**src/rtl/core/cgvs_pkg.sv**
```systemverilog
package cgvs_pkg;

  typedef enum logic [1:0] {
    KIND_UPDATE  = 2'd0,
    KIND_CONTROL = 2'd1,
    KIND_STOP    = 2'd2,
    KIND_START   = 2'd3
  } kind_t;

  typedef enum logic [1:0] {
    REG_ALPHA   = 2'd0,
    REG_GAIN    = 2'd1,
    REG_SCALE   = 2'd2,
    REG_TIMEOUT = 2'd3
  } reg_idx_t;

  typedef enum logic [2:0] {
    OP_NONE,
    OP_MUL_DECAY,
    OP_MUL_GAIN,
    OP_SUM,
    OP_MUL_SCALE,
    OP_CMD,
    OP_STOP
  } dp_op_t;

  typedef enum logic [2:0] {
    S_IDLE,
    S_DECAY,
    S_GAIN,
    S_SUM,
    S_SCALE,
    S_CMD,
    S_STOP,
    S_PUSH
  } state_t;

  typedef struct packed {
    dp_op_t     op;
    logic [1:0] axis;
    logic       accept;
    logic       push;
  } dp_cmd_t;

  typedef struct packed {
    logic out_free;
  } dp_stat_t;

  typedef struct packed {
    logic [15:0] alpha;
    logic [23:0] gain;
    logic [15:0] scale;
    logic [15:0] timeout;
  } cfg_t;

  localparam logic [15:0] ALPHA_RST   = 16'd65208;
  localparam logic [23:0] GAIN_RST    = 24'd6291;
  localparam logic [15:0] SCALE_RST   = 16'd46341;
  localparam logic [15:0] TIMEOUT_RST = 16'd2000;

  localparam int          AXES      = 3;
  localparam logic [1:0]  LAST_AXIS = 2'd2;
  localparam int          IN_W      = 200;
  localparam int          OUT_W     = 96;
  localparam int          CFG_W     = 24;
  localparam int          MUL_A_W   = 25;

  // s_tdata field offsets
  localparam int TGT_LSB     = 0;
  localparam int CONTACT_LSB = 96;
  localparam int COLL_BIT    = 99;
  localparam int DES_LSB     = 100;

endpackage

```
**src/rtl/core/cgvs_ctrl.sv**
```systemverilog
module cgvs_ctrl (
  input  logic               clk,
  input  logic               rst,
  input  logic               in_valid,
  input  cgvs_pkg::kind_t    in_kind,
  output logic               in_ready,
  input  cgvs_pkg::dp_stat_t stat,
  output cgvs_pkg::dp_cmd_t  cmd
);

  cgvs_pkg::state_t state, state_next;
  logic [1:0]       axis, axis_next;
  logic             stop, stop_next;

  always_ff @(posedge clk) begin
    if (rst) begin
      state <= cgvs_pkg::S_IDLE;
      axis  <= '0;
      stop  <= 1'b0;
    end else begin
      state <= state_next;
      axis  <= axis_next;
      stop  <= stop_next;
    end
  end

  always_comb begin
    state_next = state;
    axis_next  = axis;
    stop_next  = stop;
    in_ready   = 1'b0;
    cmd.op     = cgvs_pkg::OP_NONE;
    cmd.axis   = axis;
    cmd.accept = 1'b0;
    cmd.push   = 1'b0;
    unique case (state)
      cgvs_pkg::S_IDLE: begin
        in_ready = 1'b1;
        if (in_valid) begin
          cmd.accept = 1'b1;
          if (in_kind == cgvs_pkg::KIND_CONTROL || in_kind == cgvs_pkg::KIND_STOP) begin
            state_next = cgvs_pkg::S_DECAY;
            axis_next  = '0;
            stop_next  = (in_kind == cgvs_pkg::KIND_STOP);
          end
        end
      end
      cgvs_pkg::S_DECAY: begin
        cmd.op     = cgvs_pkg::OP_MUL_DECAY;
        state_next = stop ? cgvs_pkg::S_STOP : cgvs_pkg::S_GAIN;
      end
      cgvs_pkg::S_GAIN: begin
        cmd.op     = cgvs_pkg::OP_MUL_GAIN;
        state_next = cgvs_pkg::S_SUM;
      end
      cgvs_pkg::S_SUM: begin
        cmd.op     = cgvs_pkg::OP_SUM;
        state_next = cgvs_pkg::S_SCALE;
      end
      cgvs_pkg::S_SCALE: begin
        cmd.op     = cgvs_pkg::OP_MUL_SCALE;
        state_next = cgvs_pkg::S_CMD;
      end
      cgvs_pkg::S_CMD, cgvs_pkg::S_STOP: begin
        cmd.op = (state == cgvs_pkg::S_CMD) ? cgvs_pkg::OP_CMD : cgvs_pkg::OP_STOP;
        if (axis == cgvs_pkg::LAST_AXIS) begin
          state_next = cgvs_pkg::S_PUSH;
        end else begin
          axis_next  = axis + 2'd1;
          state_next = cgvs_pkg::S_DECAY;
        end
      end
      cgvs_pkg::S_PUSH: begin
        if (stat.out_free) begin
          cmd.push   = 1'b1;
          state_next = cgvs_pkg::S_IDLE;
        end
      end
      default: state_next = cgvs_pkg::S_IDLE;
    endcase
  end

endmodule

```
**config.mk**
```make
export PLATFORM = sky130hd
export DESIGN_NAME = cgvs_ctrl
export DESIGN_NICKNAME = d
export VERILOG_FILES = /design/src/rtl/core/cgvs_pkg.sv /design/src/rtl/core/cgvs_ctrl.sv
export SDC_FILE = /design/constraint.sdc
export NUM_CORES = 1
export LEC_CHECK = 0
export BUFFER_PORTS_ARGS = -buffer_cell sky130_fd_sc_hd__buf_4
export CAP_MARGIN = 10
export CORE_AREA = 2 2 39 41
export CTS_BUF_LIST = sky130_fd_sc_hd__clkbuf_4
export DETAILED_ROUTE_END_ITERATION = 10
export DIE_AREA = 0 0 41 43
export GPL_TIMING_DRIVEN = 0
export SLEW_MARGIN = 20
export SYNTH_ARGS = -nofsm -noshare
export SYNTH_HDL_FRONTEND = slang
export SYNTH_SLANG_ARGS = --single-unit
export TNS_END_PERCENT = 5
```
**constraint.sdc**
```tcl
create_clock -name clk -period 1.3 [get_ports clk]
set_input_delay 0.26 -clock clk [delete_from_list [all_inputs] [get_ports clk]]
set_output_delay 0.26 -clock clk [all_outputs]
set_load 0.01 [all_outputs]
```
==> impl_results.md <==
- Hold slack: around 0.23 ns
- Synth area leader: dfxtp_1
- DP Area: ~530 um2
- Remaining DRCs: 0
- Total track usage: 0.1365
- Reg clk slew, reported paths: ~0.050 ns
- Status: finished with violations
- Commonest non-fill, non-tap cell in the layout: buf_4
- Critical Path Sink Type: output port
- Final Non-Filler Cells: 86
- Synth area leaders: dfxtp_1 (30%), a21oi_1 (7.4%), ha_1 (6.2%)
- Max Cap Viol: 0
- Warnings from Yosys: 0
- H-tree depth: 1
- Worst hold path class: primary input to flop
- Yosys cell types: 29
- Buffers on Ports: 13
- Mapped Area: between 400 and 500 um2
- Antenna violations before repair: 0
- Final HPWL from detailed placement: 669.6 um
- Yosys reg bits: 6
- Setup TNS: -0.08104 ns
- Largest net degree at the start of global routing: 11
- Critical path cell sequence: nor3_4, and2_1, buf_4
- Final Slew Violations: 0
- Mapped Cells: 52
- Final Skew: 0.003321 ns
- Max Buffers Root-to-Sink: 2
- Fmax: around 750 MHz
- Nets: 80
- Grt ovf: 0
- Final hold viol count: 0
- Setup crit start kind: flop
- First DRT Iteration DRCs: 7
- WS Path Type: flop to output port
- Worst-margin pin slew: 0.2003 ns
- I/O Pins: 14
- Die Width: roughly 41 um
- Top cell type's share of synthesized area: 0.2972
- Final period util: 1.032
- Die H: 43 um
- WL per Instance: around 11 um
- DIE AREA: roughly 1800 um2
- Layout cells sized above 1: 0.5000
- Failing checks: setup timing
- Diode count: 0
- Syn_area_per_cell: ~7.8 um2
- Worst path max stage delay: 0.35 ns
- Final WL: about 930 um
- Vias per cell: 4.953
- Min cycle time layout: around 1.3 ns
- Placed cells: 81
- FP Rows: 14
- Area delta synth->final: 57.28%
- Clock sinks: 6
- Worst EP arrival: between 1 and 1.5 ns
- Final RePlAce weighted congestion: around 0.74
- Most frequent cells in the layout: buf_4 (13), a21oi_1 (6), nor2_1 (5)
- Slowest-stage cell, CP: dfxtp_4
- PD cells: around 940 nW/um2
- Design area: 635.6 um2
- Vias in the first global route: 394
- Initial Util: 0.2920
- First-pass GRT wire length: ~1600 um
- Design Power: 0.5955 mW
- CTS tree: yes
- Final setup vio count: 5
- Synthesized net count: 60
- Core Box Area: 1384 um2
- VDD IR max: between 400 and 500 uV
- Remaining antenna violation count: 0
- Worst endpoint required time: around 1.0 ns
- CP Max Fanout: 4
- Vias: between 400 and 500
- Pleak: approximately 0.25 nW
- Seq/Total Area, Yosys: 0.2972
- Later-pin clock latency in the skew report: around 0.24 ns
- Unrepaired setup endpoints after global routing: yes
- CTS Buf Count: 3
- Clk root buf: clkbuf_4
- Post-route setup slack: -0.04134 ns
- Slew Limit Headroom: 0.8653
- Drt first pass iters: 2
[sequential cells by signal, summed over array words and instances (netlist names)]
name,count
axis,2
state,3
stop,1
[path summary, 6_finish.rpt]
path | end | depth (start not counted) | slack (ns) | start
max | cmd[1] | 3 | -0.04 | state[1]
min | axis[0] | 2 | 0.23 | rst
max reg2reg | axis[1] | 5 | -0.01 | state[1]
min reg2reg | stop | 2 | 0.46 | stop
[synth_stat cells]
cell,instances
a211o_1,1
a221oi_1,1
nand3_1,3
nor3_2,1
a311oi_1,1
nand2b_1,1
a21oi_2,1
a31oi_1,1
nand2_1,1
o31ai_1,1
nor2_1,5
buf_2,3
nand2_2,1
o21ai_0,1
and2_1,1
a21boi_0,2
a21oi_1,6
nor2b_1,3
o21ai_1,1
ha_1,2
inv_1,2
nand4b_1,1
and4_1,1
dfxtp_1,6
and2b_1,1
a211oi_1,1
nor3_1,1
or2_0,1
inv_2,1
[kinds of logic after synthesis]
logic type      Yosys count  synth area share
buf+inv                   6           0.06500
flops                     6            0.2972
simple gates             21            0.3003
fa+ha+maj                 2           0.06191
compound gates           17            0.2755
[timing repair]
item,CTS,global route
endpoints found under the hold margin,0,0
pin swaps,2,1
endpoints found under the setup margin,7,7
buffers inserted,1,1
gates resized for setup,18,5
hold buffers,0,0
gates cloned,0,0
[routing by layer]
| layer | track usage | up-vias | routed length (um) |
|---|---|---|---|
| met1 | 0.1994 | 192 | 462 |
| met5 | 0 | - | 0 |
| li1 | - | 226 | - |
| met4 | 0.1000 | 0 | 0 |
| met3 | 0.03141 | 0 | 33 |
| met2 | 0.1656 | 8 | 430 |
[critical path, delay by kind of cell (launching register included)]
family / cells / cell delay (ns)
flip-flops: 1 / 0.35
buffers and inverters: 1 / 0.11
AND/OR/NAND/NOR: 2 / 0.37
[report_power, final]
group / internal (mW) / switching (mW)
clock network: 0.104 / 0.0658
logic: 0.116 / 0.0959
registers: 0.196 / 0.0177
total: 0.416 / 0.179
[through the flow]
step                      utilization  setup WS [ns]
after floorplan                     -       0.006438
after global placement         0.3834        -0.1589
after detailed placement       0.3834        -0.1796
after CTS                      0.4394       -0.05651
after global routing           0.4593       -0.08968
final                          0.4593       -0.04134
[cell type report]
| type | count | area [um2] |
|---|---|---|
| fillers | 146 | 748.2 |
| multi-input cells | 40 | 287.8 |
| flip-flops and latches | 6 | 132.6 |
| repair buffers | 15 | 120.1 |
| plain buffers | 3 | 41.29 |
| clock buffers | 3 | 22.52 |
| well taps | 16 | 20.02 |
| inverters | 3 | 11.26 |
No activity file was read; power rests on OpenSTA's default activity.
